$ cat config.mk
export PLATFORM = sky130hd
export DESIGN_NAME = tshq_ram
export DESIGN_NICKNAME = d
export VERILOG_FILES = /design/src/rtl/tshq_ram.sv
export SDC_FILE = /design/constraint.sdc
export NUM_CORES = 1
export LEC_CHECK = 0
export BUFFER_PORTS_ARGS = -buffer_cell sky130_fd_sc_hd__buf_2
export CORE_MARGIN = 4
export CORE_UTILIZATION = 45
export CTS_BUF_LIST = sky130_fd_sc_hd__clkbuf_8
export CTS_CLUSTER_SIZE = 14
export DETAILED_ROUTE_END_ITERATION = 8
export PLACE_DENSITY = 0.59
export SYNTH_ARGS = -nofsm -noshare
export SYNTH_HDL_FRONTEND = slang
export SYNTH_SLANG_ARGS = --single-unit
export TNS_END_PERCENT = 30
$ cat constraint.sdc
create_clock -name i_clk -period 3.06 [get_ports i_clk]
set_input_delay 0.153 -clock i_clk [delete_from_list [all_inputs] [get_ports i_clk]]
set_output_delay 0.153 -clock i_clk [all_outputs]
set_load 0.01 [all_outputs]
$ cat src/rtl/tshq_ram.sv
// generic simple dual-port ram with registered read data
// depends on nothing
module tshq_ram #(
    parameter int W     = 8,
    parameter int DEPTH = 16,
    parameter int AW    = (DEPTH > 1) ? $clog2(DEPTH) : 1
) (
    input  logic          i_clk,
    input  logic          i_we,
    input  logic [AW-1:0] i_waddr,
    input  logic [W-1:0]  i_wdata,
    input  logic [AW-1:0] i_raddr,
    output logic [W-1:0]  o_rdata
);

    logic [W-1:0] r_mem [DEPTH];
    logic [W-1:0] r_rdata;

    always_ff @(posedge i_clk) begin
        if (i_we) begin
            r_mem[i_waddr] <= i_wdata;
        end
        r_rdata <= r_mem[i_raddr];
    end

    assign o_rdata = r_rdata;

endmodule

======== Word level (Yosys, flattened, before mapping) ========
Memory sizes are Yosys's and may differ from the RTL's. A register that Yosys moved wholly into a read port is not among the register bits.
Index checks and enable logic that the tools add are counted.
cells by class
  mux-type cells .......................... 2
operator list
  kind               count
  1-bit two-way mux  2
word-level totals
  word-level logic and storage cells ...... 3
  input bits .............................. 18
  output and inout port bits .............. 8
  memories ................................ 1
  bits in registers ....................... 0
  memory bits (writable) .................. 128
memory list
  name   words  bits a word  rd ports  clocked after memory_dff  write ports  RTL line  source
  r_mem  16     8            1         1                         1            16        logic [W-1:0] r_mem [DEPTH];

======== Logic depth before layout (Yosys ltp) ========
Gate-level depths: netlist (run 1).
  depth after elaboration ................. 2
  gate-level depth with buffers ........... 5
  mapped depth without buffers ............ 3

======== Worst setup path after synthesis (run 1) ========
No wires, ideal clock.
  path type ............................... input -> register
  start point ............................. in i_waddr[2]
  end point ............................... mem r_mem[0][0] (enable)
  setup time .............................. 383 ps
  data arrival time ....................... 1263 ps
  slack ................................... 1414 ps
  buffers on the path ..................... 0
  required time ........................... 2677 ps
  stages on the path ...................... 2
  path through ............................ or3b_2 -> nor3_1
RTL lines
  item                RTL line  source
  start: declaration  10        input logic [AW-1:0] i_waddr,
  end: declaration    16
No word-level cell before the write port.

==> out/qor.yml, run 1 <==
crit_path_max_fanout: 1
finalMaxSlewViolations: 0
max_stage_delay_ns: 0.50
hpwl_um: 6120
crit_slowest_cell: "mux4_1"
grt_max_degree: 33
netlist.area_leader.share_pct: 74.7
ff_latch_area_um2: 4000
clockRootBuffer: "clkbuf_8"
grt_use_total_pct: 16.5
utilization_pct: 52.9
core-area_um2: 11000
cts_buffer_depth: 2
setup_tns_ns: 0
drt-initial-drc-count: 171
synthTopCellsByArea: "edfxtp_1 (75%), mux4_2 (7.9%), mux4_1 (7.1%)"
cts_tree: "yes"
drtAntennaViolNets: 0
cts_hold_buf: 0
numCtsBuffers: 17
p_int_w: 0.00310
area_growth_pct: 13.5
io_pins: 26
skew_ns: 0.0123
p_comb_share_pct: 4.9
grt_overflow_total: 0
yosysTopAreaCell: "edfxtp_1"
start_util_pct: 46.7
ys_ff_latch: 136
grt_pass1_vias: 2456
reg2reg_slack_ns: 1.66
grt_setup_unrepaired: "false"
switching_share_pct: 19.6
avgViaCountPerCell: 5.67
clk_pin_slew_worst_paths_ns: 0.07
drive_gt1_share_pct: 27.7
die_x_um: 115
max_slew_margin_pct: 32.5
async_flop_share_pct: 0
hold_viol: 0
min_from: "i_wdata[4]"
antenna_found_initial: 0
syn_area_per_cell_um2: 22.5
worst_slew_pin_slew_ns: 1.01
yosys_warnings: 0
fin_nets: 287
seq_area_frac_synth_pct: 77.8
startpoint_type: "flip-flop"
n_fill_cell: 897
cp_data_arrival_time_ns: 1.71
min_path_type: "primary input to flip-flop"
critPathRequiredTime_ns: 3.37
dieArea_um2: 13200
p_switching_w: 0.000755
clkPwrFrac_pct: 40.8
placed_cells: 390
finalSetupViolCount: 0
holdPathStages: 1
max_freq_mhz: 714
vias: 2392
synth_most_common_cell: "edfxtp_1"
num_antenna_cells: 0
clkSinkCount: 136
syn_nets: 247
synthCells: 229
timing_worst_setup_path_type: "flip-flop to flip-flop"
avgRoutedWirePerCell_um: 23.4
routed_wl_um: 9860
netlist-cell-type-count: 19
synth_edf_count: 128
final_cells: 422
p_leak_nw: 1.96
worstPathCellList: "mux4_1 > a22oi_1 > nand2_1"
ir_worst_vdd_mv: 0.444
max_cap_viol_count: 0
synth_ff_type: "edfxtp_1"
placedInstanceArea_um2: 5410
powerDensity_nw_per_um2: 659
post_cts.repair.setup_buffers: 0
portBuffers: 25
htreeDepth: 4
multiInputGateArea_um2: 1060
rr_endpoint: "o_rdata[2]"
synth_area_um2: 5150
synth_commonest_cells: "edfxtp_1 (128), mux4_2 (18), a22oi_1 (16)"
r2r-start: "r_mem[2][2]"
final_area_um2: 5840
status: "finished clean"
end_kind: "flip-flop"
cts_resized: 0
first_pass_iters: 5
clk_latency_ns: 0.43
gp_congestion: 0.756
hold_path_end: "r_mem[0][4]"
grt_pass1_wl_um: 15200
fin_crit_ns: 1.40
worst_r2r_path_depth: 3
whs_ns: 0.104
drc: 0
dieHeight_um: 115
seqPwrFrac_pct: 54.3
fin_crit_sh_pct: 45.8
row_count: 38
[registers in the layout (all words and copies together) (netlist names)]
register,cells
r_mem,128
o_rdata,8
[metal layers]
metal / wire length [um] / share of wire (%) / global-route usage (%)
met1: 4490 / 46 / 24.1
met3: 732 / 7.4 / 5.11
met4: 118 / 1.2 / 6.57
met2: 4520 / 46 / 23.2
met5: 0 / 0 / 0
[placed cells by master (no fill, tap or decap), types with 6 or more instances in the layout]
| cell type | n |
|---|---|
| buf_4 | 6 |
| mux4_2 | 18 |
| clkbuf_8 | 20 |
| buf_2 | 25 |
| mux4_1 | 14 |
| nand2_1 | 9 |
| edfxtp_1 | 128 |
| nor2_1 | 13 |
| a22oi_1 | 16 |
| dfxtp_1 | 8 |
[through the flow]
stage                     power (W)  setup WS [ns]
after global placement      0.00232           1.29
after CTS                   0.00388           1.66
after detailed placement    0.00232           1.27
after global routing        0.00399           1.53
after floorplan             0.00224           1.41
final                       0.00385           1.66
[kinds of logic after synthesis]
group           synth area share [%]
simple gates                    3.18
flops                           77.8
mux                             15.0
buf+inv                         1.68
compound gates                  2.33
[cell type report]
cell class	count	share of cell area [%]
flip-flops and latches	136	68.6
multi-input cells	83	18.1
clock buffers	20	4.71
well taps	140	3.00
repair buffers	31	2.91
clock inverters	12	2.72
[worst max-delay path by stage]
| stage | from | to | slack [ns] | cells after the start |
|---|---|---|---|---|
| finish | r_mem[2][2] | o_rdata[2] | 1.66 | 3 |
| global route | r_mem[0][2] | o_rdata[2] | 1.53 | 3 |
| CTS | r_mem[3][2] | o_rdata[2] | 1.66 | 3 |
| detailed placement | i_raddr[1] | o_rdata[2] | 1.27 | 4 |
| global placement | i_raddr[1] | o_rdata[2] | 1.29 | 4 |
| floorplan | i_waddr[2] | r_mem[0][0] | 1.41 | 2 |
[power groups by stage]
stage / Clock (W) / Combinational (W) / Sequential (W)
final: 0.00157 / 0.000188 / 0.00209
after global routing: 0.00169 / 0.000207 / 0.00209
after CTS: 0.00160 / 0.000192 / 0.00209
after detailed placement: 0 / 0.000192 / 0.00213
after global placement: 0 / 0.000190 / 0.00213
after floorplan: 0 / 0.000106 / 0.00214
[critical path: cells and delay by family (launching register included)]
kind,cells,cell delay [ns]
simple gates,1,0.09
flops,1,0.37
mux,1,0.50
compound gates,1,0.34
Power figures use the tool's default switching activity.
==> run 2: changes to the inputs <==
Settings changed: ABC_AREA from default to 1, PLACE_DENSITY 0.59 to 0.58.
Clock period 3.06 ns to 1.29 ns, I/O delays scaled along.
==> out/qor.yml, run 2 <==
regMostFlops: "r_mem"
cts_tree: "yes"
vias: 3868  # +62%
start_util_pct: 45.9  # -0.78 points
power_w: 0.00986  # +160%
numCtsBuffers: 17  # unchanged
worst_slew_pin_slew_ns: 0.419  # -0.590 ns
htreeDepth: 4  # unchanged
syn_nets: 569  # +130%
seq_area_frac_synth_pct: 69.4  # -8.4 points
netlist.area_leader.share_pct: 66.7  # -8.0 points
layout_common_cells: "nand2_1 (173), edfxtp_1 (128), inv_1 (100)"
max_cap_viol_count: 0  # unchanged
startpoint_type: "flip-flop"
drtAntennaViolNets: 0  # unchanged
routed_wl_um: 13300  # +35%
ys_ff_latch: 136  # unchanged
synth_commonest_cells: "nand2_1 (173), edfxtp_1 (128), inv_1 (100)"
clk_pin_slew_worst_paths_ns: 0.07  # about the same
synth_top_family_by_area: "simple AND/OR/NAND/NOR gates"
antenna_found_initial: 0  # unchanged
syn_area_per_cell_um2: 10.5  # -53%
critPathRequiredTime_ns: 1.23  # -2.14 ns
synthMuxAreaShare_pct: 0  # -15 points
row_count: 41  # +7.9%
worstPathCellList: "buf_2"
synth_edf_count: 128  # unchanged
finalSetupViolCount: 0  # unchanged
status: "finished clean"
area_growth_pct: 15.6
clk_latency_ns: 0.44  # about the same
finalMaxSlewViolations: 0  # unchanged
max_freq_mhz: 936
synth_most_common_cell: "nand2_1"
drt-initial-drc-count: 324  # +89%
num_antenna_cells: 0  # unchanged
synthXorXnorAreaFrac_pct: 0  # unchanged
crit_slowest_cell: "dfxtp_1"
skew_ns: 0.00771  # -0.00455 ns
synthTopCellsByArea: "edfxtp_1 (67%), nand2_1 (11%), nand3_1 (8.4%)"
hpwl_um: 8410  # +37%
fin_crit_ns: 1.07
ir_worst_vdd_mv: 0.706  # +59%
yosysTopAreaCell: "edfxtp_1"
fin_nets: 619  # +120%
max_slew_margin_pct: 72.0  # +40 points
min_path_type: "primary input to flip-flop"
p_leak_nw: 2.91  # +49%
synth_compound_area_share_pct: 0  # -2.3 points
avgViaCountPerCell: 4.93  # -13%
synth-simple-area-share_pct: 21.0  # +18 points
synth_area_um2: 5770  # +12%
mostFrequentLayoutCell: "nand2_1"
synthCells: 551  # +140%
grt_overflow_total: 0  # unchanged
core-area_um2: 12600  # +14%
drc: 0  # unchanged
setup_tns_ns: 0  # unchanged
max_stage_delay_ns: 0.41  # -0.09 ns
netlist-cell-type-count: 12  # -7
cp_top_family: "flip-flops"
dieArea_um2: 14700  # +11%
drive_gt1_share_pct: 14.2  # -13 points
grt_setup_unrepaired: "false"
yosys_warnings: 0  # unchanged
cts_resized: 0  # unchanged
synth_ff_type: "edfxtp_1"
grt_max_degree: 44  # +33%
clockRootBuffer: "clkbuf_8"
synthAdderAreaFrac_pct: 0  # unchanged
hold_viol: 0  # unchanged
fin_crit_sh_pct: 82.8
grt_use_total_pct: 19.6  # +3.1 points
end_kind: "primary output"
crit_path_max_fanout: 1  # unchanged
portBuffers: 25  # unchanged
critPathBufInv: 1  # +1
powerDensity_nw_per_um2: 1480  # +120%
grt_pass1_vias: 3773  # +54%
first_pass_iters: 6  # +1
cp_data_arrival_time_ns: 1.00  # -0.71 ns
cts_buffer_depth: 2  # unchanged
avgRoutedWirePerCell_um: 16.9  # -27%
grt_pass1_wl_um: 21100  # +38%
clkSinkCount: 136  # unchanged
dieHeight_um: 121  # +5.4%
gp_congestion: 0.835  # +10%
largest_register_ffs: 128  # unchanged
timing_worst_setup_path_type: "flip-flop to primary output"
async_flop_share_pct: 0  # unchanged
io_pins: 26  # unchanged
die_x_um: 121  # +5.4%
## run 2: cell types whose count changed in the layout (fill, tap and decap cells not counted), moves of 3 or more
cell / delta
nor2_1: +4
nand2_1: +164
clkbuf_8: -3
a22oi_1: -16
mux4_1: -14
nor3_1: -4
buf_4: +22
bufinv_16: +3
inv_1: +96
mux4_2: -18
nand3_1: +96
## run 2: final timing paths
check	endpoint	depth (start not counted)	slack [ns]	startpoint
worst max-delay path	o_rdata[0]	1	0.22	o_rdata[0]
worst min-delay path	r_mem[13][7]	1	0.04	i_wdata[7]
worst max register to register	o_rdata[0]	6	0.27	r_mem[4][0]
worst min register to register	o_rdata[1]	6	0.69	r_mem[13][1]
## run 2: layout make-up
cell class / count / area, um2
timing repair buffer: 55 / 365
fill: 1126 / 5900
multi-input combinational: 289 / 1210
sequential: 136 / 4000
inverter: 102 / 383
clock inverter: 14 / 254
tap: 172 / 215
clock buffer: 17 / 234
## run 2: through the flow
stage	std cells	setup WS (ns)	utilization (%)	cell area (um2)	hold slack, ns
6_report	785	0.221	53.1	6670	0.0400
5_1_grt	785	0.192	53.1	6670	0.0260
4_1_cts	785	0.190	53.1	6670	0.00764
3_5_place_dp	753	0.133	49.1	6170	0.439
3_3_place_gp	753	0.155	49.1	6170	0.433
2_1_floorplan	551	0.275	-	5770	0.163
## run 2: layer usage
| layer | GRT usage, % | part of all wire [%] |
|---|---|---|
| met1 | 26.6 | 43 |
| met2 | 31.4 | 48 |
| met3 | 4.38 | 6.4 |
| met4 | 6.44 | 1.8 |
| met5 | 0 | 0 |
## run 2: cells by family (layout without fill, tap and decap cells)
logic type,count (synthesis),after routing
buffers and inverters,126,188
and+or+nand+nor,289,289
DFF,136,136
## run 2: report_power, final
group | internal (W) | switching [W] | leakage, nW
registers | 0.00493 | 0.0000367 | 1.22
clock network | 0.00267 | 0.00161 | 0.241
logic | 0.000193 | 0.000428 | 1.45
total | 0.00779 | 0.00207 | 2.91
## run 2: repair_timing
action	in CTS	in global routing
hold endpoints to repair	2	0
hold buffers	1	0
buffers inserted	0	0
==> run 3: changes to the inputs <==
Settings changed: PLACE_DENSITY 0.58 to 0.61.
Clock period 1.29 ns to 0.9 ns, I/O delays scaled along.
==> out/qor.yml, run 3 (synthesized netlist as in run 2, its figures left out) <==
status: "complete, but fails checks"
violations: "setup timing"
finalSetupViolCount: 15  # +15
utilization_pct: 54.5  # +1.4 points
post_cts.repair.setup_buffers: 0  # unchanged
grt_overflow_total: 0  # unchanged
die_x_um: 121  # unchanged
num_antenna_cells: 0  # unchanged
whs_ns: 0.0226  # -0.0174 ns
fin_ws_ns: -0.0378  # -0.259 ns
cp_data_arrival_time_ns: 1.28  # +0.28 ns
dieArea_um2: 14700  # unchanged
ff_latch_area_um2: 4010  # about the same
clockRootBuffer: "clkbuf_8"
fin_nets: 626  # +1.1%
drive_gt1_share_pct: 21.7  # +7.5 points
cts_buffer_depth: 2  # unchanged
max_stage_delay_ns: 0.38  # -0.03 ns
antenna_found_initial: 0  # unchanged
drc: 0  # unchanged
max_freq_mhz: 1070
end_kind: "flip-flop"
mostFrequentLayoutCell: "nand2_1"
drt-initial-drc-count: 328  # +1.2%
first_pass_iters: 4  # -2
drtAntennaViolNets: 0  # unchanged
grt_use_total_pct: 18.9  # -0.66 points
hpwl_um: 8270  # -1.7%
placed_cells: 758  # +0.66%
startpoint_type: "flip-flop"
timing_worst_setup_path_type: "flip-flop to flip-flop"
grt_max_degree: 46  # +4.5%
min_path_type: "primary input to flip-flop"
grt_pass1_wl_um: 20400  # -3.3%
crit_top_cell: "nand3_2"
portBuffers: 25  # unchanged
htreeDepth: 4  # unchanged
cts_tree: "yes"
avgViaCountPerCell: 4.85  # -1.5%
p_leak_nw: 3.00  # +3.0%
multiInputGateArea_um2: 1430  # +18%
dieHeight_um: 121  # unchanged
grt_pass1_vias: 3770  # -0.080%
start_util_pct: 45.9  # unchanged
placedInstanceArea_um2: 6230  # +1.0%
grt_setup_unrepaired: "true"
row_count: 41  # unchanged
worstPathCellList: "inv_1 > nand2_1 > nand3_2 > nand3_2 > nand3_2 > nand2_2"
skew_ns: 0.00582  # -0.00189 ns
ir_worst_vdd_mv: 0.905  # +28%
core-area_um2: 12600  # unchanged
layout_common_cells: "nand2_1 (170), edfxtp_1 (128), inv_1 (101)"
n_fill_cell: 1099  # -2.4%
max_cap_viol_count: 0  # unchanged
regMostFlops: "r_mem"
area_growth_pct: 18.8
clkSinkCount: 136  # unchanged
hold_viol: 0  # unchanged
cp_top_family: "flip-flops"
crit_path_max_fanout: 1  # unchanged
clk_latency_ns: 0.44  # about the same
finalMaxSlewViolations: 0  # unchanged
clk_pin_slew_worst_paths_ns: 0.07  # about the same
fin_crit_ns: 0.938
vias: 3847  # -0.54%
largest_register_ffs: 128  # unchanged
powerDensity_nw_per_um2: 1850  # +25%
power_w: 0.0127  # +29%
numCtsBuffers: 17  # unchanged
fin_crit_sh_pct: 104
gp_congestion: 0.884  # +5.8%
io_pins: 26  # unchanged
worst_slew_pin_slew_ns: 0.415  # -0.00472 ns
avgRoutedWirePerCell_um: 16.2  # -4.1%
routed_wl_um: 12900  # -3.1%
crit_slowest_cell: "edfxtp_1"
final_cells: 793  # +1.0%
max_slew_margin_pct: 72.3  # +0.28 points
final_area_um2: 6850  # +2.7%
critPathBufInv: 1  # unchanged
critPathRequiredTime_ns: 1.24  # about the same
## run 3: cell types whose count changed in the layout (fill, tap and decap cells not counted), moves of 3 or more
cell,before,now
nand3_2,0,42
bufinv_16,7,2
buf_4,28,31
nand2_1,173,170
nand2_2,0,3
clkinv_1,0,4
nand3_1,97,55
## run 3: worst reg2reg max path, stage by stage (launching register included)
cell	delay [ns]
edfxtp_1	0.38
inv_1	0.07
nand2_1	0.05
nand3_2	0.09
nand3_2	0.10
nand3_2	0.08
nand2_2	0.06
## run 3: metrics by stage
stage               setup slack, ns  TNS, ns
floorplan                   -0.0958    -9.38
global placement             -0.158   -13.62
detailed placement           -0.172   -14.33
CTS                         -0.0633   -0.526
global route                 -0.102    -1.15
finish                      -0.0378   -0.242
## run 3: area by class of cell
type,count,share of cell area (%)
Clock buffer,17,3.42
Inverter,102,5.59
Tap cell,172,3.14
Sequential cell,136,58.5
Clock inverter,15,1.75
Multi-Input combinational cell,289,20.9
Timing Repair Buffer,62,6.72
## run 3: worst paths after layout
| path | from | end | slack, ns | cells past startpoint |
|---|---|---|---|---|
| hold / removal | i_wdata[2] | r_mem[15][2] | 0.02 | 1 |
| setup reg to reg | r_mem[9][7] | o_rdata[7] | -0.04 | 6 |
| hold reg to reg | r_mem[12][5] | o_rdata[5] | 0.68 | 6 |
| setup / recovery | r_mem[9][7] | o_rdata[7] | -0.04 | 6 |
## run 3: power by group
| group | switching (W) | internal (W) |
|---|---|---|
| clock network | 0.00219 | 0.00236 |
| logic | 0.000671 | 0.000346 |
| registers | 0.0000370 | 0.00708 |
| total | 0.00290 | 0.00978 |
## run 3: routing by layer
metal	GRT usage [%]	vias up	share of wire (%)
met4	7.35	0	2.0
met3	4.10	23	6.0
li1	-	1882	-
met2	29.7	113	48
met1	25.8	1829	44
met5	0	-	0
## run 3: what timing repair did
action	in CTS	in global routing
hold endpoints to repair	41	0
setup endpoints to repair	16	16
hold buffers	3	0
gates resized for setup	13	38
pin swaps	25	19
