[config.mk]
export PLATFORM = sky130hd
export DESIGN_NAME = tshq_dp
export DESIGN_NICKNAME = d
export VERILOG_FILES = /design/src/rtl/tshq_pkg.sv /design/src/rtl/tshq_div.sv /design/src/rtl/tshq_dp.sv
export SDC_FILE = /design/constraint.sdc
export NUM_CORES = 2
export LEC_CHECK = 0
export ABC_AREA = 1
export BUFFER_PORTS_ARGS = -buffer_cell sky130_fd_sc_hd__buf_2
export CORE_AREA = 2 2 513 515
export CTS_CLUSTER_SIZE = 8
export DETAILED_ROUTE_END_ITERATION = 12
export DIE_AREA = 0 0 515 517
export SETUP_SLACK_MARGIN = 0.3
export SLEW_MARGIN = 20
export SYNTH_ARGS = -nofsm -noshare
export SYNTH_HDL_FRONTEND = slang
export SYNTH_SLANG_ARGS = --single-unit
[constraint.sdc]
create_clock -name i_clk -period 6.35 [get_ports i_clk]
set_input_delay 0.635 -clock i_clk [delete_from_list [all_inputs] [get_ports i_clk]]
set_output_delay 0.635 -clock i_clk [all_outputs]
set_load 0.1 [all_outputs]
[src/rtl/tshq_pkg.sv]
// shared types, constants and the arithmetic program for the terrain strip height query
// depends on nothing; used by every module of the block but tshq_ram
package tshq_pkg;

    localparam int VERTEX_DEPTH_DEF = 4096;
    localparam int INDEX_DEPTH_DEF  = 8192;

    localparam int CW      = 24;  // coordinate width, signed Q15.8
    localparam int SLOT_W  = 13;
    localparam int REF_W   = 12;
    localparam int CNT_W   = 13;
    localparam int DEPTH_W = 17;  // holds any store depth up to 65536
    localparam int DIFF_W  = CW + 1;
    localparam int OPB_W   = 27;
    localparam int PROD_W  = DIFF_W + OPB_W;
    localparam int NRM_W   = 51;
    localparam int ACC_W   = 80;
    localparam int QW      = 27;
    localparam int HALF_SH = 26;  // split point of a normal component
    localparam int STEP_W  = 4;

    localparam logic [QW-1:0] QLIM = QW'(1) << 25;

    typedef enum logic [1:0] {
        CMD_WR_VTX = 2'd0,
        CMD_WR_IDX = 2'd1,
        CMD_FLOOR  = 2'd2,
        CMD_SNAP   = 2'd3
    } t_cmd;

    typedef enum logic [3:0] {
        PK_ZERO, PK_X0, PK_X1, PK_X2, PK_XP,
        PK_Y0, PK_Y1, PK_Y2,
        PK_Z0, PK_Z1, PK_Z2, PK_ZP
    } t_pick;

    typedef enum logic [2:0] {
        BS_DIFF, BS_NXLO, BS_NXHI, BS_NZLO, BS_NZHI
    } t_bsrc;

    typedef enum logic [1:0] {
        ACC_LOAD, ACC_SUB, ACC_NEG
    } t_acc_op;

    typedef enum logic [2:0] {
        ACT_NONE, ACT_EDGE, ACT_NX, ACT_NY, ACT_NZ, ACT_DIV
    } t_act;

    typedef enum logic [1:0] {
        SL_NONE, SL_0, SL_1, SL_2
    } t_slot;

    typedef enum logic [1:0] {
        RES_NONE, RES_FLAT, RES_HGT
    } t_res;

    typedef enum logic [4:0] {
        ST_IDLE, ST_TRI, ST_IR0, ST_IR1, ST_IR2, ST_IR3, ST_VCHK,
        ST_VR0, ST_VR1, ST_VR2, ST_VR3, ST_OPS, ST_MUL, ST_ACC, ST_ACT,
        ST_DIV, ST_DONE
    } t_state;

    // one multiply-accumulate step: (a1 - a0) * b, b a difference or a normal half
    typedef struct packed {
        t_pick   a1;
        t_pick   a0;
        t_pick   b1;
        t_pick   b0;
        t_bsrc   bsrc;
        logic    shift;
        t_acc_op acc;
        t_act    act;
    } t_uop;

    typedef struct packed {
        logic       q_ld;
        logic       tri_inc;
        logic [1:0] idx_off;
        t_slot      ref_cap;
        t_slot      vtx_sel;
        t_slot      vtx_cap;
        logic       opnd_ld;
        logic       mul_en;
        logic       acc_en;
        t_uop       uop;
        logic       st_nx;
        logic       st_ny;
        logic       st_nz;
        logic       div_start;
        logic       out_ld;
        t_res       res_kind;
    } t_dp_cmd;

    typedef struct packed {
        logic tri_end;
        logic tri_bad;
        logic acc_neg;
        logic ny_zero;
        logic div_done;
        logic out_busy;
    } t_dp_sts;

    // winding is normalized at vertex fetch: odd triangles swap p1 and p2
    function automatic t_uop uop_rom(input logic [STEP_W-1:0] step);
        t_uop u;
        u = '{PK_ZERO, PK_ZERO, PK_ZERO, PK_ZERO, BS_DIFF, 1'b0, ACC_LOAD, ACT_NONE};
        case (step)
            4'd0:  u = '{PK_ZP, PK_Z0, PK_X2, PK_X0, BS_DIFF, 1'b0, ACC_LOAD, ACT_NONE};
            4'd1:  u = '{PK_XP, PK_X0, PK_Z2, PK_Z0, BS_DIFF, 1'b0, ACC_SUB,  ACT_EDGE};
            4'd2:  u = '{PK_ZP, PK_Z2, PK_X1, PK_X2, BS_DIFF, 1'b0, ACC_LOAD, ACT_NONE};
            4'd3:  u = '{PK_XP, PK_X2, PK_Z1, PK_Z2, BS_DIFF, 1'b0, ACC_SUB,  ACT_EDGE};
            4'd4:  u = '{PK_ZP, PK_Z1, PK_X0, PK_X1, BS_DIFF, 1'b0, ACC_LOAD, ACT_NONE};
            4'd5:  u = '{PK_XP, PK_X1, PK_Z0, PK_Z1, BS_DIFF, 1'b0, ACC_SUB,  ACT_EDGE};
            4'd6:  u = '{PK_Y1, PK_Y0, PK_Z2, PK_Z0, BS_DIFF, 1'b0, ACC_LOAD, ACT_NONE};
            4'd7:  u = '{PK_Z1, PK_Z0, PK_Y2, PK_Y0, BS_DIFF, 1'b0, ACC_SUB,  ACT_NX};
            4'd8:  u = '{PK_Z1, PK_Z0, PK_X2, PK_X0, BS_DIFF, 1'b0, ACC_LOAD, ACT_NONE};
            4'd9:  u = '{PK_X1, PK_X0, PK_Z2, PK_Z0, BS_DIFF, 1'b0, ACC_SUB,  ACT_NY};
            4'd10: u = '{PK_X1, PK_X0, PK_Y2, PK_Y0, BS_DIFF, 1'b0, ACC_LOAD, ACT_NONE};
            4'd11: u = '{PK_Y1, PK_Y0, PK_X2, PK_X0, BS_DIFF, 1'b0, ACC_SUB,  ACT_NZ};
            4'd12: u = '{PK_XP, PK_X0, PK_ZERO, PK_ZERO, BS_NXLO, 1'b0, ACC_NEG, ACT_NONE};
            4'd13: u = '{PK_XP, PK_X0, PK_ZERO, PK_ZERO, BS_NXHI, 1'b1, ACC_SUB, ACT_NONE};
            4'd14: u = '{PK_ZP, PK_Z0, PK_ZERO, PK_ZERO, BS_NZLO, 1'b0, ACC_SUB, ACT_NONE};
            4'd15: u = '{PK_ZP, PK_Z0, PK_ZERO, PK_ZERO, BS_NZHI, 1'b1, ACC_SUB, ACT_DIV};
            default: u = '{PK_ZERO, PK_ZERO, PK_ZERO, PK_ZERO, BS_DIFF, 1'b0, ACC_LOAD,
                           ACT_NONE};
        endcase
        return u;
    endfunction

endpackage

[src/rtl/tshq_div.sv]
// restoring divider, one quotient bit per cycle, quotient clamped to +-2^25
// depends on tshq_pkg
module tshq_div
    import tshq_pkg::*;
(
    input  logic                    i_clk,
    input  logic                    i_rst_n,
    input  logic                    i_start,
    input  logic signed [ACC_W-1:0] i_num,
    input  logic signed [NRM_W-1:0] i_den,
    output logic                    o_done,
    output logic signed [QW-1:0]    o_quot
);

    localparam int CNT_BITS = $clog2(ACC_W + 1);

    logic                r_busy, r_fin, r_done, r_ovf, r_neg;
    logic [CNT_BITS-1:0] r_cnt;
    logic [ACC_W-1:0]    r_n;
    logic [NRM_W-1:0]    r_rem, r_den;
    logic [QW-1:0]       r_q;
    logic signed [QW-1:0] r_quot;

    logic [NRM_W:0]   rem2, diff;
    logic             ge;
    logic [QW-1:0]    mag;

    assign rem2 = {r_rem, r_n[ACC_W-1]};
    assign diff = rem2 - {1'b0, r_den};
    assign ge   = rem2 >= {1'b0, r_den};
    assign mag  = (r_ovf || r_q > QLIM) ? QLIM : r_q;

    always_ff @(posedge i_clk) begin
        if (!i_rst_n) begin
            r_busy <= 1'b0;
            r_fin  <= 1'b0;
            r_done <= 1'b0;
        end else begin
            r_done <= 1'b0;
            r_fin  <= 1'b0;
            if (i_start) begin
                r_busy <= 1'b1;
                r_cnt  <= CNT_BITS'(ACC_W);
                r_n    <= i_num[ACC_W-1] ? -i_num : i_num;
                r_den  <= i_den[NRM_W-1] ? -i_den : i_den;
                r_neg  <= i_num[ACC_W-1] ^ i_den[NRM_W-1];
                r_rem  <= '0;
                r_q    <= '0;
                r_ovf  <= 1'b0;
            end else if (r_busy) begin
                r_rem <= ge ? diff[NRM_W-1:0] : rem2[NRM_W-1:0];
                r_n   <= r_n << 1;
                r_q   <= {r_q[QW-2:0], ge};
                r_ovf <= r_ovf | r_q[QW-1];
                r_cnt <= r_cnt - 1'b1;
                if (r_cnt == CNT_BITS'(1)) begin
                    r_busy <= 1'b0;
                    r_fin  <= 1'b1;
                end
            end else if (r_fin) begin
                r_quot <= r_neg ? -$signed(mag) : $signed(mag);
                r_done <= 1'b1;
            end
        end
    end

    assign o_done = r_done;
    assign o_quot = r_quot;

endmodule

[src/rtl/tshq_dp.sv]
// datapath: query point, strip and vertex registers, shared multiplier, accumulator,
// normal registers, divider and result register; depends on tshq_pkg and tshq_div
module tshq_dp
    import tshq_pkg::*;
#(
    parameter int VERTEX_DEPTH = VERTEX_DEPTH_DEF,
    parameter int INDEX_DEPTH  = INDEX_DEPTH_DEF,
    parameter int VTX_AW       = (VERTEX_DEPTH > 1) ? $clog2(VERTEX_DEPTH) : 1,
    parameter int IDX_AW       = (INDEX_DEPTH > 1) ? $clog2(INDEX_DEPTH) : 1
) (
    input  logic                 i_clk,
    input  logic                 i_rst_n,
    input  t_dp_cmd              i_dpc,
    output t_dp_sts              o_sts,
    input  logic [CNT_W-1:0]     i_tri_count,
    input  logic                 i_snap,
    input  logic signed [CW-1:0] i_px,
    input  logic signed [CW-1:0] i_py,
    input  logic signed [CW-1:0] i_pz,
    output logic [IDX_AW-1:0]    o_idx_raddr,
    input  logic [REF_W-1:0]     i_idx_rdata,
    output logic [VTX_AW-1:0]    o_vtx_raddr,
    input  logic [3*CW-1:0]      i_vtx_rdata,
    input  logic                 i_m_tready,
    output logic                 o_m_tvalid,
    output logic signed [CW-1:0] o_result_y,
    output logic                 o_found,
    output logic                 o_hit,
    output logic                 o_flat
);

    localparam logic signed [QW:0] H_MAX = (QW+1)'(8388607);
    localparam logic signed [QW:0] H_MIN = -(QW+1)'(8388608);

    logic signed [CW-1:0]     r_px, r_py, r_pz;
    logic                     r_snap;
    logic [CNT_W-1:0]         r_tri;
    logic [REF_W-1:0]         r_ref [3];
    logic signed [CW-1:0]     r_vx [3];
    logic signed [CW-1:0]     r_vy [3];
    logic signed [CW-1:0]     r_vz [3];
    logic signed [DIFF_W-1:0] r_opa;
    logic signed [OPB_W-1:0]  r_opb;
    logic signed [PROD_W-1:0] r_prod;
    logic signed [ACC_W-1:0]  r_acc;
    logic signed [NRM_W-1:0]  r_nx, r_ny, r_nz;
    logic                     r_out_valid, r_out_found, r_out_hit, r_out_flat;
    logic signed [CW-1:0]     r_out_y;

    logic [DEPTH_W-1:0]       tri_ext, idx_addr, ref_sel;
    logic signed [CW-1:0]     pa1, pa0, pb1, pb0;
    logic signed [DIFF_W-1:0] opa, bdiff;
    logic signed [OPB_W-1:0]  opb;
    logic signed [ACC_W-1:0]  prod_ext, prod_sh;
    logic                     div_done;
    logic signed [QW-1:0]     quot;
    logic signed [QW:0]       hsum;
    logic signed [CW-1:0]     hsat;
    logic                     hhit;
    logic                     odd;

    function automatic logic signed [CW-1:0] pick(input t_pick p);
        logic signed [CW-1:0] v;
        v = '0;
        case (p)
            PK_X0:   v = r_vx[0];
            PK_X1:   v = r_vx[1];
            PK_X2:   v = r_vx[2];
            PK_XP:   v = r_px;
            PK_Y0:   v = r_vy[0];
            PK_Y1:   v = r_vy[1];
            PK_Y2:   v = r_vy[2];
            PK_Z0:   v = r_vz[0];
            PK_Z1:   v = r_vz[1];
            PK_Z2:   v = r_vz[2];
            PK_ZP:   v = r_pz;
            default: v = '0;
        endcase
        return v;
    endfunction

    // strip walk addressing
    assign odd      = r_tri[0];
    assign tri_ext  = DEPTH_W'(r_tri);
    assign idx_addr = tri_ext + DEPTH_W'(i_dpc.idx_off);
    assign o_idx_raddr = idx_addr[IDX_AW-1:0];

    always_comb begin
        case (i_dpc.vtx_sel)
            SL_1:    ref_sel = DEPTH_W'(odd ? r_ref[2] : r_ref[1]);
            SL_2:    ref_sel = DEPTH_W'(odd ? r_ref[1] : r_ref[2]);
            default: ref_sel = DEPTH_W'(r_ref[0]);
        endcase
    end
    assign o_vtx_raddr = ref_sel[VTX_AW-1:0];

    // operand selection
    assign pa1   = pick(i_dpc.uop.a1);
    assign pa0   = pick(i_dpc.uop.a0);
    assign pb1   = pick(i_dpc.uop.b1);
    assign pb0   = pick(i_dpc.uop.b0);
    assign opa   = {pa1[CW-1], pa1} - {pa0[CW-1], pa0};
    assign bdiff = {pb1[CW-1], pb1} - {pb0[CW-1], pb0};

    always_comb begin
        case (i_dpc.uop.bsrc)
            BS_NXLO: opb = {1'b0, r_nx[HALF_SH-1:0]};
            BS_NXHI: opb = {{(OPB_W-NRM_W+HALF_SH){r_nx[NRM_W-1]}}, r_nx[NRM_W-1:HALF_SH]};
            BS_NZLO: opb = {1'b0, r_nz[HALF_SH-1:0]};
            BS_NZHI: opb = {{(OPB_W-NRM_W+HALF_SH){r_nz[NRM_W-1]}}, r_nz[NRM_W-1:HALF_SH]};
            default: opb = {{(OPB_W-DIFF_W){bdiff[DIFF_W-1]}}, bdiff};
        endcase
    end

    assign prod_ext = {{(ACC_W-PROD_W){r_prod[PROD_W-1]}}, r_prod};
    assign prod_sh  = i_dpc.uop.shift ? (prod_ext <<< HALF_SH) : prod_ext;

    // plane height from the quotient, saturated to Q15.8
    assign hsum = {quot[QW-1], quot} + {{(QW+1-CW){r_vy[0][CW-1]}}, r_vy[0]};
    always_comb begin
        if (hsum > H_MAX) begin
            hsat = CW'(H_MAX);
        end else if (hsum < H_MIN) begin
            hsat = CW'(H_MIN);
        end else begin
            hsat = hsum[CW-1:0];
        end
    end
    assign hhit = r_snap || (hsat >= r_py);

    always_ff @(posedge i_clk) begin
        if (i_dpc.q_ld) begin
            r_px   <= i_px;
            r_py   <= i_py;
            r_pz   <= i_pz;
            r_snap <= i_snap;
            r_tri  <= '0;
        end else if (i_dpc.tri_inc) begin
            r_tri <= r_tri + 1'b1;
        end
        case (i_dpc.ref_cap)
            SL_0:    r_ref[0] <= i_idx_rdata;
            SL_1:    r_ref[1] <= i_idx_rdata;
            SL_2:    r_ref[2] <= i_idx_rdata;
            default: ;
        endcase
        case (i_dpc.vtx_cap)
            SL_0: begin
                r_vx[0] <= i_vtx_rdata[CW-1:0];
                r_vy[0] <= i_vtx_rdata[2*CW-1:CW];
                r_vz[0] <= i_vtx_rdata[3*CW-1:2*CW];
            end
            SL_1: begin
                r_vx[1] <= i_vtx_rdata[CW-1:0];
                r_vy[1] <= i_vtx_rdata[2*CW-1:CW];
                r_vz[1] <= i_vtx_rdata[3*CW-1:2*CW];
            end
            SL_2: begin
                r_vx[2] <= i_vtx_rdata[CW-1:0];
                r_vy[2] <= i_vtx_rdata[2*CW-1:CW];
                r_vz[2] <= i_vtx_rdata[3*CW-1:2*CW];
            end
            default: ;
        endcase
        if (i_dpc.opnd_ld) begin
            r_opa <= opa;
            r_opb <= opb;
        end
        if (i_dpc.mul_en) begin
            r_prod <= r_opa * r_opb;
        end
        if (i_dpc.acc_en) begin
            case (i_dpc.uop.acc)
                ACC_SUB: r_acc <= r_acc - prod_sh;
                ACC_NEG: r_acc <= -prod_sh;
                default: r_acc <= prod_sh;
            endcase
        end
        if (i_dpc.st_nx) r_nx <= r_acc[NRM_W-1:0];
        if (i_dpc.st_ny) r_ny <= r_acc[NRM_W-1:0];
        if (i_dpc.st_nz) r_nz <= r_acc[NRM_W-1:0];
        if (i_dpc.out_ld) begin
            case (i_dpc.res_kind)
                RES_FLAT: begin
                    r_out_y     <= r_py;
                    r_out_found <= 1'b1;
                    r_out_hit   <= 1'b0;
                    r_out_flat  <= 1'b1;
                end
                RES_HGT: begin
                    r_out_y     <= hhit ? hsat : r_py;
                    r_out_found <= 1'b1;
                    r_out_hit   <= hhit;
                    r_out_flat  <= 1'b0;
                end
                default: begin
                    r_out_y     <= r_py;
                    r_out_found <= 1'b0;
                    r_out_hit   <= 1'b0;
                    r_out_flat  <= 1'b0;
                end
            endcase
        end
    end

    always_ff @(posedge i_clk) begin
        if (!i_rst_n) begin
            r_out_valid <= 1'b0;
        end else if (i_dpc.out_ld) begin
            r_out_valid <= 1'b1;
        end else if (i_m_tready) begin
            r_out_valid <= 1'b0;
        end
    end

    tshq_div u_div (
        .i_clk   (i_clk),
        .i_rst_n (i_rst_n),
        .i_start (i_dpc.div_start),
        .i_num   (r_acc),
        .i_den   (r_ny),
        .o_done  (div_done),
        .o_quot  (quot)
    );

    assign o_sts.tri_end  = (tri_ext >= DEPTH_W'(i_tri_count)) ||
                            (tri_ext + DEPTH_W'(2) >= DEPTH_W'(INDEX_DEPTH));
    assign o_sts.tri_bad  = (r_ref[0] == r_ref[1]) || (r_ref[1] == r_ref[2]) ||
                            (DEPTH_W'(r_ref[0]) >= DEPTH_W'(VERTEX_DEPTH)) ||
                            (DEPTH_W'(r_ref[1]) >= DEPTH_W'(VERTEX_DEPTH)) ||
                            (DEPTH_W'(r_ref[2]) >= DEPTH_W'(VERTEX_DEPTH));
    assign o_sts.acc_neg  = r_acc[ACC_W-1];
    assign o_sts.ny_zero  = (r_ny == '0);
    assign o_sts.div_done = div_done;
    assign o_sts.out_busy = r_out_valid && !i_m_tready;

    assign o_m_tvalid = r_out_valid;
    assign o_result_y = r_out_y;
    assign o_found    = r_out_found;
    assign o_hit      = r_out_hit;
    assign o_flat     = r_out_flat;

endmodule

=== Word level (Yosys, flattened, before mapping) ===
Memory sizes are Yosys's and may differ from the RTL's.
Index checks and enable logic that the tools add are counted.
Widths: inputs -> output; s select.

* Memories kept: 4
* Input port bits: 218
* Register bits after elaboration: 699
* Logic and storage cells: 215
* Memory bits (writable): 252

{| class="wikitable"
|+ Memories
! name !! words !! bits a word !! read ports !! clocked after memory_dff !! wr ports !! line !! RTL
|-
| r_vx || 3 || 24 || 3 || 0 || 1 || tshq_dp.sv:39 || <nowiki>logic signed [CW-1:0] r_vx [3];</nowiki>
|-
| r_vy || 3 || 24 || 3 || 0 || 1 || tshq_dp.sv:40 || <nowiki>logic signed [CW-1:0] r_vy [3];</nowiki>
|-
| r_vz || 3 || 24 || 3 || 0 || 1 || tshq_dp.sv:41 || <nowiki>logic signed [CW-1:0] r_vz [3];</nowiki>
|-
| r_ref || 3 || 12 || 3 || 0 || 1 || tshq_dp.sv:38 || <nowiki>logic [REF_W-1:0] r_ref [3];</nowiki>
|}

* Bitwise logic cells: 5
* Eq/ne operators: 63
* Add/subtract/negate cells: 13
* Reductions and logical operators: 23
* Order comparisons: 7
* Muxes and demuxes: 70
* $mul: 1

{| class="wikitable"
|+ Operator list
! kind !! number
|-
| $pmux 24 s11 || 4
|-
| $mux 24 || 10
|-
| $mux 80 || 3
|-
| $pmux 80 s2 || 1
|-
| $reduce_or 24->1 || 6
|-
| $pmux 27 s4 || 1
|-
| $mux 51 || 2
|-
| $mux 27 || 3
|-
| $neg 78->80 || 1
|-
| $neg 80->80 || 1
|-
| $sub 80x78->80 || 1
|-
| $mux 77 || 1
|-
| $eq 4x3->1 const B || 16
|-
| $eq 4x4->1 const B || 16
|-
| $ge 52x51->1 || 1
|-
| $mul 25x27->52 || 1
|-
| $logic_not 51->1 || 1
|-
| $neg 51->51 || 1
|-
| $sub 51x51->51 || 1
|-
| $mux 50 || 1
|-
| $sub 24x24->25 || 2
|-
| $mux 12 || 4
|-
| $eq 4x2->1 const B || 8
|-
| $mux 1 || 30
|-
| other kinds (35) || 66
|}

=== Longest topological paths before layout ===
An unclocked memory read counts as a cell.

* Depth after elaboration: 9
* Gate-level depth with buffers: 32
* Depth with buffers taken out: 30

=== Hierarchy ===
Synthesis repeated with hierarchy kept, for this count alone.

* Cells, all modules: 11930
* Area total of the unflattened synthesis: 91999.5 µm²

{| class="wikitable"
|+ Modules (own cells, without submodules)
! module !! cells each !! seq. area each (µm²) !! area an instance (µm²) !! times used
|-
| tshq_dp || 9116 || 20970.1 || 72703.5 || 1
|-
| tshq_div || 2814 || 7417.1 || 19296.0 || 1
|}

=== Worst setup path after synthesis ===
OpenSTA, ideal clock, no wires.

* Path type: reg2reg
* From: register r_opb[26]
* To: register r_prod[49], data pin
* Stages on the path, launching flop included: 24
* Slack: -0.317 ns
* Data arrival time: 6.402 ns
* Cell sequence: edfxtp_1 clkbuf_1 clkbuf_1 nand2_1 inv_1 fa_1 fa_1 fa_1 inv_1 fa_1 fa_1 inv_1 fa_1 inv_1 fa_1 inv_1 ha_1 nand2_1 nor2_1 nand2_1 nor3_1 nand3_1 o211ai_1 xor2_1

* Longest elaborated chain between the ends: 1

{| class="wikitable"
|+ Ends and longest elaborated chain
! element !! line !! RTL
|-
| from (decl) || tshq_dp.sv:43 || <nowiki>logic signed [OPB_W-1:0] r_opb;</nowiki>
|-
| from (signal assigned) || tshq_dp.sv:167 || <nowiki>r_opb <= opb;</nowiki>
|-
| $mul 25x27->52 || tshq_dp.sv:170 || <nowiki>r_prod <= r_opa * r_opb;</nowiki>
|-
| to (signal assigned) || tshq_dp.sv:170 ||
|-
| to (decl) || tshq_dp.sv:44 || <nowiki>logic signed [PROD_W-1:0] r_prod;</nowiki>
|}

Every way passes these cells.
A chain may end at the register's enable or synchronous reset.

=== Worst setup path after layout ===
* From: register r_opa[3]
* To: register r_prod[42], data pin

* Longest elaborated chain between the ends: 1

{| class="wikitable"
|+ Ends and longest elaborated chain
! element !! line !! RTL
|-
| from (decl) || tshq_dp.sv:42 || <nowiki>logic signed [DIFF_W-1:0] r_opa;</nowiki>
|-
| from (signal assigned) || tshq_dp.sv:166 || <nowiki>r_opa <= opa;</nowiki>
|-
| $mul 25x27->52 || tshq_dp.sv:170 ||
|}

Every way passes these cells.

==> out/results.tsv <==
metric	value	unit
syn_area	90700	um^2
arrival	7.05	ns
chipHeight	517	um
row_count	188	
fmax	0.153	GHz
cts_buffer_depth	3	
syn_area_per_cell	7.91	um^2
register_area	28400	um^2
synth_ff_type	edfxtp_1	
min_path_type	primary input to register	
drt_iter0_markers	9502	
wl_per_cell	22.2	um
status	finished with violations	
max_stage_delay	0.65	ns
yosysSeqAreaShare	31.3	%
grt_pass1_wl	511	mm
cts.sinks	951	
hold_viol	0	
synth_common_cells	2,738 x nand2_1, 2,185 x inv_1, 1,037 x nor2_1	
fin_area	108000	um^2
dr.pass1.iters	9	
finalCritPeriodShare	103	%
drc	0	
post-route-min-period	6.53	ns
multi_input_area	54900	um^2
cpMostUsedCell	fa_1	
worstSetupEndpointType	register	
clock_latency	0.82	ns
ant_nets	0	
place_inst	15200	
syn_nets	12800	
synthCells	11500	
place_area	99400	um^2
grt_max_degree	97	
grt_util_all_layers	25.6	%
synth_edf_count	934	
synth_fa_ha_area_share	21.3	%
place_congestion	1.06	
grt_overflow_total	0	
cp.required	6.88	ns
cp_max_fo	8	
synth_compound_area_share	12.0	%
yosys.area_share.simple	21.5	%
cts_buffers	143	
synth-async-reset-ratio	0	%
ys_ff_latch	951	
layout.nets	13500	
clk_pin_slew_worst_paths	0.05	ns
yosys_warnings	0	
drv_slew	0	
portBuffers	273	
rsz0062_at_grt	yes	
slowest_stage	fa_1	
die_area	266000	um^2
dp.final_hpwl	270	mm
h-tree-depth	4	
yosys.area.top_type	edfxtp_1	
setup-violations-final	26	
fin_cells	15600	
start_kind	register	
drive_gt1_share	13.8	%
cap_violations	0	
yosysMostFrequentCell	nand2_1	
maxSlewHeadroom	24.3	%
synth_cell_types	70	
netlist_top_cells_area	edfxtp_1 31%, fa_1 16%, nand2_1 11%, inv_1 9.0%, ha_1 5.7%	
setup_slack	-0.178	ns
grt_pass1_vias	81500	
vias	83600	
synth_top_family_by_area	simple AND/OR/NAND/NOR gates	
synthMuxAreaShare	0	%
fp.coreArea	261000	um^2
die_w	515	um
worst_pin_slew	1.13	ns
design.portCount	277	
synthXorXnorAreaFrac	3.07	%
start_util	34.7	%
violations	negative setup slack	
syn2layout_area_growth	18.9	%
clock_skew	0.0423	ns
path_class	register to register	
viasPerCell	5.35	
yosys.area.top_type_share	30.9	%
wirelength	348	mm
fillers	26400	
ctsRootBufferMaster	clkbuf_16	
antenna_found_initial	38	
cts_tree	done	
[metal layers]
layer  routed length (um)  GRT usage [%]  vias to the layer above
li1                     -              -                    38500
met1               141000           33.8                    40100
met2               153000           39.8                     4044
met3                33700           5.09                      887
met4                19600           12.7                       12
met5                  250          0.559                        -
[cell type report]
class	count	share of cell area (%)
antenna	23	0.0534
clock buffer	163	3.42
clock inverter	28	0.416
inverter	2206	7.70
multi-input combinational	7929	50.9
sequential	951	26.3
tap	3420	3.97
timing repair buffer	923	7.22
[worst max-delay path, delay by kind of cell (launching register included)]
family | cells | cell delay (ns)
fa+ha+maj | 8 | 3.93
flops | 1 | 0.45
simple gates | 4 | 0.35
xor+xnor | 1 | 0.13
buf+inv | 9 | 0.97
compound gates | 3 | 0.41
[final timing paths]
kind	startpoint	endpoint	slack, ns	depth (start not counted)
setup / recovery	r_opa[3]$_DFFE_PP_	r_prod[42]$_DFFE_PP_	-0.18	25
setup reg to reg	r_opa[3]$_DFFE_PP_	r_prod[42]$_DFFE_PP_	-0.18	25
hold / removal	i_py[23]	r_py[23]$_DFFE_PP_	0.04	1
hold reg to reg	r_ny[0]$_DFFE_PP_	u_div.r_den[0]$_DFFE_PP_	0.45	0
[stage by stage]
step | TNS (ns) | hold slack, ns | utilization (%) | setup slack, ns
after global routing | -8.03 | 0.0275 | 41.3 | -0.397
after detailed placement | -4.49 | 0.435 | 38.1 | -0.377
after floorplan | 0 | 0.418 | - | 0.298
after CTS | -1.15 | 0.000267 | 40.7 | -0.145
after global placement | -4.81 | 0.437 | 38.1 | -0.284
final | -2.14 | 0.0415 | 41.3 | -0.178
[placed cells by master (no fill, tap or decap), types with 25 or more instances in the layout]
cell              n
buf_4           415
ha_1            361
nor2_1          972
xnor2_1         104
inv_1          2077
nand2_2          95
nand3b_1         31
ha_4             43
or2_2            29
inv_2           115
nor3_1           93
edfxtp_1        934
o21bai_1         49
nand3_1         459
nand2_1        2645
nor2_4           51
fa_2             40
buf_2           270
o21ai_1          46
o22ai_1         297
buf_12           68
clkbuf_16       149
nor2_2           71
a21oi_1         506
a221oi_1        155
a31oi_1          57
o221ai_1         32
a21o_1           33
fa_1            670
o21ai_0         379
o21ai_2          33
buf_6            76
nand2_4          39
xor2_1          196
dlygate4sd3_1    81
nand4_1         124
nor4_1           25
[sequential cells by signal, indices dropped and copies added, names as in the netlist, 25 cells and up]
register and flops:
r_opb 27, r_nz 51, r_opa 25, r_prod 52
r_vz 72, u_div.o_quot 27, u_div.r_rem 51, u_div.r_n 80
u_div.r_q 27, r_ref 36, r_nx 51, u_div.r_den 51
r_vx 72, r_acc 80, r_vy 72, r_ny 51
[logic make-up (layout without fill, tap and decap cells)]
kind of cell,count (synthesis),in the layout
AOI/OAI and AO/OA,1790,1790
and+or+nand+nor,4700,4700
xor gates and xnor gates,318,318
buffers and inverters,2589,3320
DFF,951,951
adders and majority gates,1121,1121
other,0,23
[timing repair]
action	in CTS	in global routing
gates resized for setup	325	313
cloned	3	5
setup endpoints to repair	38	40
endpoints found under the hold margin	114	0
hold buffers	81	0
pin swaps	131	224
setup buffers	51	57
Power is left out: the tool's default activity adds up to more than one toggle a clock period on the data nets, which glitch-free logic cannot reach.
